## config.mk

```make
export PLATFORM = sky130hd
export DESIGN_NAME = ppd_fifo
export DESIGN_NICKNAME = d
export VERILOG_FILES = /design/src/ppd_pkg.sv /design/src/ppd_fifo.sv
export SDC_FILE = /design/constraint.sdc
export NUM_CORES = 1
export LEC_CHECK = 0
export BUFFER_PORTS_ARGS = -buffer_cell sky130_fd_sc_hd__buf_4
export CORE_ASPECT_RATIO = 1.75
export CORE_UTILIZATION = 35
export CTS_CLUSTER_DIAMETER = 150
export DETAILED_ROUTE_END_ITERATION = 16
export RECOVER_POWER = 100
export SETUP_SLACK_MARGIN = 0.02
export SLEW_MARGIN = 20
export SYNTH_ARGS = -nofsm -noshare
export SYNTH_HDL_FRONTEND = slang
export SYNTH_SLANG_ARGS = --single-unit
```

## constraint.sdc

```tcl
create_clock -name clk_i -period 9.3 [get_ports clk_i]
set_input_delay 1.395 -clock clk_i [delete_from_list [all_inputs] [get_ports clk_i]]
set_output_delay 1.395 -clock clk_i [all_outputs]
set_load 0.01 [all_outputs]
```

## src/ppd_pkg.sv

```systemverilog
`timescale 1ns / 1ps
package ppd_pkg;

  localparam int COORD_BITS = 24;
  localparam int DIST_BITS  = 31;

  // Differences of two coordinates, their products and the dot product.
  localparam int DW = COORD_BITS + 1;
  localparam int PW = 2 * DW;
  localparam int NW = PW + 1;

  // Root width and quotient width, both even for two bits per cycle.
  localparam int RW = 2 * ((COORD_BITS + 3) / 2);
  localparam int LW = 2 * RW;
  localparam int QW = 2 * ((COORD_BITS + 4) / 2);
  localparam int SW = ((QW > DIST_BITS) ? QW : DIST_BITS) + 1;

  localparam int RSTEPS = RW / 2;
  localparam int QSTEPS = QW / 2;
  localparam int CNTW   = $clog2(((RSTEPS > QSTEPS) ? RSTEPS : QSTEPS) + 1);

  localparam int FIFO_DEPTH = 2;
  localparam int FIFO_PTRW  = (FIFO_DEPTH > 1) ? $clog2(FIFO_DEPTH) : 1;
  localparam int FIFO_CNTW  = $clog2(FIFO_DEPTH + 1);

  typedef enum logic [1:0] {
    OP_EMPTY,
    OP_HEAD,
    OP_SEG
  } op_e;

  typedef enum logic [2:0] {
    BK_IDLE,
    BK_MUL,
    BK_SUM,
    BK_ROOT,
    BK_DIV,
    BK_ACC
  } bk_state_e;

  typedef struct packed {
    op_e                          op;
    logic                         last;
    logic signed [COORD_BITS-1:0] nx;
    logic signed [COORD_BITS-1:0] ny;
    logic signed [COORD_BITS-1:0] nz;
    logic signed [DW-1:0]         px;
    logic signed [DW-1:0]         py;
    logic signed [DW-1:0]         dx;
    logic signed [DW-1:0]         dy;
  } job_t;

  typedef struct packed {
    logic full;
    logic empty;
  } fifo_status_t;

endpackage

```

## src/ppd_fifo.sv

```systemverilog
`timescale 1ns / 1ps
module ppd_fifo import ppd_pkg::*; (
  input  logic         clk_i,
  input  logic         rst_ni,
  input  logic         push_i,
  input  job_t         push_data_i,
  input  logic         pop_i,
  output job_t         pop_data_o,
  output fifo_status_t status_o
);

  job_t                 mem_q [FIFO_DEPTH];
  logic [FIFO_PTRW-1:0] wr_ptr_q, wr_ptr_d;
  logic [FIFO_PTRW-1:0] rd_ptr_q, rd_ptr_d;
  logic [FIFO_CNTW-1:0] count_q, count_d;

  assign status_o.full  = (count_q == FIFO_CNTW'(FIFO_DEPTH));
  assign status_o.empty = (count_q == '0);
  assign pop_data_o     = mem_q[rd_ptr_q];

  always_comb begin
    wr_ptr_d = wr_ptr_q;
    rd_ptr_d = rd_ptr_q;
    count_d  = count_q;
    if (push_i) begin
      wr_ptr_d = (wr_ptr_q == FIFO_PTRW'(FIFO_DEPTH - 1)) ? '0 : wr_ptr_q + 1'b1;
    end
    if (pop_i) begin
      rd_ptr_d = (rd_ptr_q == FIFO_PTRW'(FIFO_DEPTH - 1)) ? '0 : rd_ptr_q + 1'b1;
    end
    if (push_i && !pop_i) begin
      count_d = count_q + 1'b1;
    end else if (pop_i && !push_i) begin
      count_d = count_q - 1'b1;
    end
  end

  always_ff @(posedge clk_i or negedge rst_ni) begin
    if (!rst_ni) begin
      wr_ptr_q <= '0;
      rd_ptr_q <= '0;
      count_q  <= '0;
    end else begin
      wr_ptr_q <= wr_ptr_d;
      rd_ptr_q <= rd_ptr_d;
      count_q  <= count_d;
    end
  end

  always_ff @(posedge clk_i) begin
    if (push_i) begin
      mem_q[wr_ptr_q] <= push_data_i;
    end
  end

endmodule

```

==> flow_summary_export.csv <==
group,metric,value,unit
logic_synthesis,synth_cell_types,13,
setup_path,worstSetupPathType,"input pin to flip-flop",
die,die_w,150,um
layout,area_delta_synth_final,26.5,%
timing,finalSetupViolCount,0,
detailed_routing,drc_errors,0,
cts,clock_latency,0.52,ns
cts,post_cts_buffers,0,
layout,multi_input_area,2060,um^2
detailed_routing,routed_via_density,4.49,
die,die_h,261,um
detailed_routing,routed_wl,28600,um
cts,ctsResizeCount,0,
detailed_routing,drt-wirelength-per-cell,19.8,um
setup_path,end_kind,"flip-flop",
timing,skew,0.0171,ns
logic_synthesis,syn_area_per_cell,23.9,um^2
cts,cts_made_buffers,34,
timing,hold_slack,0.499,ns
die,io_pins,356,
placement,place_ws,5.49,ns
layout,final-seq-area,10600,um^2
status,failed_checks,"max-capacitance violations, max-slew violations",
global_routing,grt_pass1_vias,6775,
layout,design_area,17000,um^2
logic_synthesis,syn_nets,741,
global_routing,grt_usage,14.2,%
cts,h-tree-depth,2,
layout,n_fill_cell,3372,
detailed_routing,antenna_left,0,
logic_synthesis,synth_cells,561,
detailed_routing,dr.pass1.iters,4,
timing,setup_tns,0,ns
cts,cts_root_buf,"clkbuf_16",
die,die_area,39100,um^2
power,p_leak,6.13,nW
timing,rsz0062_at_grt,"false",
layout,drive_above_1_share,39.4,%
global_routing,grt_pass1_wl,40500,um
timing,post-route-period-util,67.5,%
logic_synthesis,synth_top_area_share,78.4,%
timing,period_needed,6.28,ns
logic_synthesis,seq_area_frac_synth,79.2,%
global_routing,gr-total-overflow,0,
placement,finalWeightedCongestion,0.743,
setup_path,crit_path_max_fanout,72,
detailed_routing,drtIter0Drc,300,
setup_path,cp_data_arrival_time,6.30,ns
timing,finalHoldViolCount,0,
timing,maxSlewHeadroom,-175,%
flow_run,maxCapViolations,2,
timing,tightest_slew,4.13,ns
placement,port_buffers,355,
cts,cts.path.max_buffers,3,
die,rows,94,
logic_synthesis,syn_area,13400,um^2
min_path,hp-class,"flip-flop to flip-flop",
die,start_util,35.6,%
power,ir_drop,0.156,mV
setup_path,start_kind,"input pin",
detailed_routing,vias,6496,
timing,drv_slew,104,
cts,ctsHoldBuffers,0,
logic_synthesis,ys_seq_elements,354,
power,power,5.11,mW
placement,place_area,16500,um^2
timing,fmax,0.159,GHz
logic_synthesis,synth.area.top_cells,"edfxtp_1, mux2_4, mux2_2",
setup_path,critPathRequiredTime,9.32,ns
timing,fin_ws,3.02,ns
cts,clk_transition_reported_paths,0.06,ns
die,core-area,37600,um^2
global_routing,grt_max_degree,147,
global_routing,grt_antenna_before_repair,7,
status,outcome,"complete, but fails checks",
placement,dp.final_hpwl,19000,um
power,powerDensity,302,nW/um^2
cts,clock_sinks,354,
layout,nets,1119,
logic_synthesis,ys_warn_count,0,
logic_synthesis,synth.largest_area_cell,"edfxtp_1",
cts,cts_tree,"done",
## power breakdown
group / internal, mW / leakage [nW] / switching [mW] / total, mW
Sequential: 2.13 / 3.33 / 0.0855 / 2.21
Combinational: 0.671 / 2.23 / 0.790 / 1.46
Clock: 0.864 / 0.569 / 0.573 / 1.44
Total: 3.66 / 6.13 / 1.45 / 5.11
## through the flow
stage / utilization (%) / cells
6_report: 45.0 / 1448
5_1_grt: 45.0 / 1447
4_1_cts: 47.0 / 1442
3_5_place_dp: 43.9 / 1381
3_3_place_gp: 43.9 / 1381
2_1_floorplan: - / 561
## worst paths after layout
| path | start | end | slack (ns) | cells after the start |
|---|---|---|---|---|
| max in group asynchronous | rst_ni | wr_ptr_q | 8.41 | 1 |
| setup / recovery | push_i | mem_q[1][167] | 3.02 | 3 |
| setup reg to reg | wr_ptr_q | mem_q[1][167] | 3.71 | 2 |
| hold reg to reg | wr_ptr_q | wr_ptr_q | 0.50 | 1 |
| hold / removal | wr_ptr_q | wr_ptr_q | 0.50 | 1 |
| min in group asynchronous | rst_ni | rd_ptr_q | 0.69 | 1 |
## cells in the mapped netlist (all sizes together)
library cell	instances
dfrtp	4
and2	1
inv	1
xor2	4
nor2b	2
xnor2	1
edfxtp	350
nor2	2
ha	1
mux2	175
buf	20
## cells in the final DEF, fill, tap and decap left out
cell type	n
and2_0	1
buf_12	1
buf_16	1
buf_4	146
bufinv_16	5
clkbuf_1	73
clkbuf_16	37
clkbuf_4	146
clkinv_1	5
clkinv_2	5
clkinv_4	1
clkinvlp_4	2
dfrtp_1	4
diode_2	4
edfxtp_1	350
ha_1	1
inv_1	1
inv_6	1
mux2_1	140
mux2_2	32
mux2_4	3
nor2_1	2
nor2b_1	2
xnor2_1	1
xor2_1	4
## registers in the layout, summed over array words and instances (netlist names)
register	cells
mem_q	350
rd_ptr_q	1
count_q	2
wr_ptr_q	1
## per-layer routing
metal	vias up	part of all wire, %	global-route usage, %
met3	55	5.7	3.43
met5	-	0.21	0
met1	3218	32	13.3
li1	2996	-	-
met2	219	58	28.2
met4	8	3.3	6.34
## cell type report
| class | count | share of cell area, % |
|---|---|---|
| Antenna cell | 4 | 0.0590 |
| Clock buffer | 42 | 5.57 |
| Clock inverter | 19 | 1.34 |
| Inverter | 1 | 0.0221 |
| Multi-Input combinational cell | 186 | 12.2 |
| Sequential cell | 354 | 62.6 |
| Tap cell | 480 | 3.54 |
| Timing Repair Buffer | 362 | 14.7 |
## worst max-delay path, stage by stage
cell,delay (ns)
clkbuf_1,0.16
and2_0,1.65
clkbuf_1,3.00
## logic make-up (layout without fill, tap and decap cells)
group                    after synthesis  after routing  share of synthesized area, %
XOR/XNOR                               5              5                         0.327
multiplexers                         175            175                          18.6
adder cells (fa/ha/maj)                1              1                        0.0934
other                                  0              4                             0
AND/OR/NAND/NOR                        5              5                         0.196
buffers and inverters                 21            424                          1.57
flip-flops                           354            354                          79.2
Note: power is estimated with default switching activity, not from simulation.
