--- src/ppd_pkg.sv ---
`timescale 1ns / 1ps
package ppd_pkg;

  localparam int COORD_BITS = 24;
  localparam int DIST_BITS  = 31;

  // Differences of two coordinates, their products and the dot product.
  localparam int DW = COORD_BITS + 1;
  localparam int PW = 2 * DW;
  localparam int NW = PW + 1;

  // Root width and quotient width, both even for two bits per cycle.
  localparam int RW = 2 * ((COORD_BITS + 3) / 2);
  localparam int LW = 2 * RW;
  localparam int QW = 2 * ((COORD_BITS + 4) / 2);
  localparam int SW = ((QW > DIST_BITS) ? QW : DIST_BITS) + 1;

  localparam int RSTEPS = RW / 2;
  localparam int QSTEPS = QW / 2;
  localparam int CNTW   = $clog2(((RSTEPS > QSTEPS) ? RSTEPS : QSTEPS) + 1);

  localparam int FIFO_DEPTH = 2;
  localparam int FIFO_PTRW  = (FIFO_DEPTH > 1) ? $clog2(FIFO_DEPTH) : 1;
  localparam int FIFO_CNTW  = $clog2(FIFO_DEPTH + 1);

  typedef enum logic [1:0] {
    OP_EMPTY,
    OP_HEAD,
    OP_SEG
  } op_e;

  typedef enum logic [2:0] {
    BK_IDLE,
    BK_MUL,
    BK_SUM,
    BK_ROOT,
    BK_DIV,
    BK_ACC
  } bk_state_e;

  typedef struct packed {
    op_e                          op;
    logic                         last;
    logic signed [COORD_BITS-1:0] nx;
    logic signed [COORD_BITS-1:0] ny;
    logic signed [COORD_BITS-1:0] nz;
    logic signed [DW-1:0]         px;
    logic signed [DW-1:0]         py;
    logic signed [DW-1:0]         dx;
    logic signed [DW-1:0]         dy;
  } job_t;

  typedef struct packed {
    logic full;
    logic empty;
  } fifo_status_t;

endpackage

--- src/ppd_front.sv ---
`timescale 1ns / 1ps
module ppd_front import ppd_pkg::*; (
  input  logic                         clk_i,
  input  logic                         rst_ni,
  input  logic                         in_valid_i,
  output logic                         in_ready_o,
  input  logic signed [COORD_BITS-1:0] node_x_i,
  input  logic signed [COORD_BITS-1:0] node_y_i,
  input  logic signed [COORD_BITS-1:0] node_z_i,
  input  logic signed [COORD_BITS-1:0] query_x_i,
  input  logic signed [COORD_BITS-1:0] query_y_i,
  input  logic                         first_node_i,
  input  logic                         last_node_i,
  input  logic                         empty_path_i,
  input  fifo_status_t                 fifo_status_i,
  output logic                         push_o,
  output job_t                         job_o
);

  logic signed [COORD_BITS-1:0] prev_x_q, prev_x_d;
  logic signed [COORD_BITS-1:0] prev_y_q, prev_y_d;

  assign in_ready_o = !fifo_status_i.full;
  assign push_o     = in_valid_i && in_ready_o;

  // Differences are taken one bit wider so that they never wrap.
  always_comb begin
    if (empty_path_i) begin
      job_o.op = OP_EMPTY;
    end else if (first_node_i) begin
      job_o.op = OP_HEAD;
    end else begin
      job_o.op = OP_SEG;
    end
    job_o.last = last_node_i;
    job_o.nx   = node_x_i;
    job_o.ny   = node_y_i;
    job_o.nz   = node_z_i;
    job_o.px   = {node_x_i[COORD_BITS-1], node_x_i} - {query_x_i[COORD_BITS-1], query_x_i};
    job_o.py   = {node_y_i[COORD_BITS-1], node_y_i} - {query_y_i[COORD_BITS-1], query_y_i};
    job_o.dx   = {node_x_i[COORD_BITS-1], node_x_i} - {prev_x_q[COORD_BITS-1], prev_x_q};
    job_o.dy   = {node_y_i[COORD_BITS-1], node_y_i} - {prev_y_q[COORD_BITS-1], prev_y_q};
  end

  always_comb begin
    prev_x_d = prev_x_q;
    prev_y_d = prev_y_q;
    if (push_o) begin
      if (empty_path_i) begin
        prev_x_d = '0;
        prev_y_d = '0;
      end else begin
        prev_x_d = node_x_i;
        prev_y_d = node_y_i;
      end
    end
  end

  always_ff @(posedge clk_i or negedge rst_ni) begin
    if (!rst_ni) begin
      prev_x_q <= '0;
      prev_y_q <= '0;
    end else begin
      prev_x_q <= prev_x_d;
      prev_y_q <= prev_y_d;
    end
  end

endmodule

--- config.mk ---
export PLATFORM = sky130hd
export DESIGN_NAME = ppd_front
export DESIGN_NICKNAME = d
export VERILOG_FILES = /design/src/ppd_pkg.sv /design/src/ppd_front.sv
export SDC_FILE = /design/constraint.sdc
export NUM_CORES = 1
export LEC_CHECK = 0
export BUFFER_PORTS_ARGS = -buffer_cell sky130_fd_sc_hd__buf_2
export CORE_MARGIN = 2
export CORE_UTILIZATION = 45
export DETAILED_ROUTE_END_ITERATION = 10
export PLACE_DENSITY_LB_ADDON = 0.12
export SLEW_MARGIN = 20
export SYNTH_ARGS = -nofsm -noshare
export SYNTH_HDL_FRONTEND = slang
export SYNTH_SLANG_ARGS = --single-unit
--- constraint.sdc ---
create_clock -name clk_i -period 2.9 [get_ports clk_i]
set_input_delay 0.435 -clock clk_i [delete_from_list [all_inputs] [get_ports clk_i]]
set_output_delay 0.435 -clock clk_i [all_outputs]
set_load 0.005 [all_outputs]
==> summary.log <==
[clock_tree] maximum level of the CTS H-tree 2
[timing] PnR worst setup slack -0.325 ns
[synth] biggest area contributors in the synthesized netlist dfrtp_1 (16%), ha_1 (16%), buf_4 (7.5%)
[global_route] GRT Resource Usage Total 23.6%
[power_and_ir_drop] cell leakage power 5.21 nW
[power_and_ir_drop] power density cells 419 nW/µm²
[synth] cells after synthesis 958
[final_layout] most common cell after layout, fill and taps aside buf_2
[synth] Mapped Area 7350 µm²
[synth] cell type contributing the most total cell area after synthesis dfrtp_1
[global_route] via count of the first global-routing pass 7282
[route] violation count after the first detailed-route iteration 307
[die] row count 46
[timing] Setup Total Neg Slack -4.15 ns
[timing] minimum clock period 3.22 ns
[power_and_ir_drop] cell internal power dissipation 2.64 mW
[die] core region area 15900 µm²
[placed_design] estimated wirelength of the detail-placed design 16400 µm
[timing] number of max-slew violations in the final report 0
[worst_hold_path] Hold WC Path Type in -> async
[clock_tree] CTS root buffer clkbuf_16
[route] via total after detailed routing 7683
[synth] proportion of synthesized chip area in sequential cells 16.3%
[synth] post-synthesis async set-or-reset flop share 100%
[critical_path] data arrival time of the worst path 2.79 ns
[timing] worst-margin pin slew 0.553 ns
[critical_path] worst reg-to-reg path cell count 3
[timing] worst clock skew on the final layout 0 ns
[clock_tree] number of buffers created by CTS 5
[timing] final number of setup-violating endpoints 33
[placed_design] Cell Count Post-Placement 1450
[route] 1st-pass router iterations 5
[final_layout] Fill cells 1412
[final_layout] layout net count 1497
[critical_path] kind of start point of the critical path flip-flop
[run] count of maximum capacitance violations 0
[critical_path] start of the worst register-to-register path prev_x_q[1]$_DFFE_PN0P_
[final_layout] share of post-route cells with drive strength above 1 43.5%
[synth] distinct cell type count after synthesis 64
[synth] leading register cell type out of synthesis dfrtp_1
[critical_path] flop2flop setup slack 2.11 ns
[synth] Synth Area per Inst 7.67 µm²
[timing] achievable frequency 0.310 GHz
[final_layout] most frequent cells in the layout buf_2 (244), buf_4 (139), inv_1 (118)
[power_and_ir_drop] fraction of power consumed by the clock network 15.4%
[die] # IOs 305
[die] floorplan die area 17400 µm²
[synth] Post-Synth Simple-Gate Area 15.6%
[power_and_ir_drop] maximum vdd drop 0.240 mV
[route] Routed WL per cell 14.8 µm
[status] violations in the final reports setup timing
[critical_path] category of the most critical setup path reg -> out
[timing] tightest hold margin 0.126 ns
[clock_tree] post-CTS clock slew at the launch and capture registers of the worst setup and hold paths 0.07 ns
[synth] XOR/XNOR Fraction of Synth Area 9.18%
[synth] fraction of the mapped netlist area in compound gates 25.5%
[global_route] leftover overflow at the end of global routing 0
[route] detailed-route DRC error count 0
[final_layout] number of antenna cells inserted 0
[global_route] maximum number of pins on one net before global-route repair 49
[die] Vert. Die Dim 132 µm
[final_layout] post-route cell area 10600 µm²
[power_and_ir_drop] sw frac 40.3%
[synth] post-synthesis mux area share 0.272%
[clock_tree] count of hold-fix buffers inserted at cts 0
[placed_design] number of buffers added on ports 253
[critical_path] critical path required time 2.47 ns
[synth] area share of the leading cell type in the synthesized netlist 16.3%
[final_layout] final core utilization 66.3%
[route] via/cell ratio 5.17
[global_route] initial antenna violation count 0
[timing] count of final hold-check violations 0
[placed_design] final weighted congestion of routability-driven global placement 0.932
[synth] number of enable flip-flop cells after synthesis 0
[clock_tree] largest buffer count on any clock path 2
[timing] setup repair after global routing missed its margin true
[synth] Synth warnings 0
[timing] worst max-slew margin expressed relative to the limit 62.2%
[power_and_ir_drop] power dissipated by switching net loads 1.78 mW
[synth] Synthesized Nets 1186
[critical_path] crit path max fanout 4
[synth] Synth Area in Adders 17.4%
[final_layout] synthesis-to-layout area growth 43.7%
[route] antenna viol nets, final 0
[clock_tree] CTS tree yes
[power_and_ir_drop] Sequential Power Share 17.3%
[clock_tree] number of sinks handled by clock tree synthesis 48
[critical_path] type of element capturing the critical path output port
[critical_path] capture instance of the worst register-to-register path prev_x_q[1]$_DFFE_PN0P_
[placed_design] cell area reported after detailed placement 9170 µm²
[power_and_ir_drop] part of the total power dissipated in combinational logic 67.4%
[synth] main combinational cell family by area after synthesis compound AO/OA/AOI/OAI gates
[global_route] wire length of the first global-routing pass 34400 µm
[die] initial core utilization 46.1%
[timing] Period Utilization, post-route 111%
[synth] post-synthesis sequential element count 48
[clock_tree] clock network latency to the later pin of the worst-skew pair 0.30 ns
[status] outcome finished with violations
[final_layout] Cell Count, Final, Fillers Out 1486
[route] final routed wirelength across all metal layers 22000 µm
[die] die width 132 µm
## repair_timing
| action | in CTS | in global routing |
|---|---|---|
| setup buffers | 17 | 18 |
| resized for setup | 112 | 96 |
| pin swaps | 69 | 64 |
| cloned | 0 | 0 |
| setup endpoints to repair | 50 | 54 |
## critical path: stages (launching register included)
cell	delay (ns)
dfrtp_1	0.36
ha_2	0.19
fa_2	0.21
nor2b_2	0.05
o31a_1	0.32
o32a_1	0.32
a31o_4	0.25
a31oi_4	0.20
o21a_1	0.16
o21ai_2	0.08
a31oi_1	0.20
buf_2	0.14
## kinds of logic (layout without fill, tap and decap cells)
family / after synthesis / count (layout)
AO/OA/AOI/OAI: 288 / 288
XOR/XNOR: 77 / 77
adder cells (fa/ha/maj): 100 / 100
buffers and inverters: 233 / 545
flip-flops: 48 / 48
multiplexers: 2 / 2
AND/OR/NAND/NOR: 210 / 210
## synthesized netlist by cell type (2+ instances only)
library cell  number
inv_1            130
ha_1              96
o21ai_0           85
buf_4             73
a21oi_1           71
xnor2_1           53
nor2_1            52
dfrtp_1           48
nand3b_1          44
nand2_1           31
a21o_1            28
clkbuf_1          28
xor2_1            24
nand3_1           18
o21a_1            16
a31oi_1           13
nor2b_1           13
o21bai_1          13
nand2b_1          12
nor3_1            11
o31ai_1           11
nand4_1           10
o21ai_1            6
and3_1             5
a211oi_1           4
a31o_2             4
fa_1               4
o31a_1             4
nor3b_1            3
or3_1              3
a2111oi_0          2
a211o_1            2
a221oi_1           2
mux2i_1            2
nand4b_1           2
o2111ai_1          2
o21ai_2            2
o22ai_1            2
o31ai_2            2
o41ai_2            2
or4b_1             2
## layer usage
metal / share of wire, % / GRT usage, % / up-vias
li1: - / - / 3883
met1: 44 / 30.3 / 3555
met2: 50 / 41.6 / 217
met3: 5.4 / 3.84 / 28
met4: 1.5 / 5.56 / 0
met5: 0 / 0 / -
## stage by stage
stage	setup WS (ns)	power, mW
global route	-0.441	4.75
detailed placement	-0.378	3.27
floorplan	0.00827	2.25
global placement	-0.332	3.26
CTS	-0.341	4.20
finish	-0.325	4.43
## area by class of cell
cell class / instances / area, µm² / area share [%]
timing repair buffer: 406 / 2540 / 24.1
clock buffer: 6 / 129 / 1.22
inverter: 131 / 502 / 4.75
multi-input combinational: 677 / 5880 / 55.7
tap: 216 / 270 / 2.56
clock inverter: 2 / 35.0 / 0.332
sequential: 48 / 1200 / 11.4
## registers in the layout, summed over array words and instances, names as in the netlist
| register | flops |
|---|---|
| prev_y_q | 24 |
| prev_x_q | 24 |
## power groups by stage
stage	registers, mW	clock network [mW]	logic [mW]
after floorplan	0.771	0	1.47
after detailed placement	0.776	0	2.49
after global routing	0.771	0.720	3.26
final	0.764	0.680	2.98
after CTS	0.764	0.698	2.74
after global placement	0.773	0	2.48
## worst max-delay path by stage
stage / from / endpoint / slack (ns)
2_1_floorplan: node_y_i[0] / job_o[70] / 0.008
3_3_place_gp: node_y_i[0] / job_o[70] / -0.33
3_5_place_dp: node_y_i[0] / job_o[70] / -0.38
4_1_cts: prev_x_q[0]$_DFFE_PN0P_ / job_o[49] / -0.34
5_1_grt: prev_x_q[0]$_DFFE_PN0P_ / job_o[49] / -0.44
6_report: prev_x_q[0]$_DFFE_PN0P_ / job_o[49] / -0.32
Note: power is estimated with default switching activity, not from simulation.
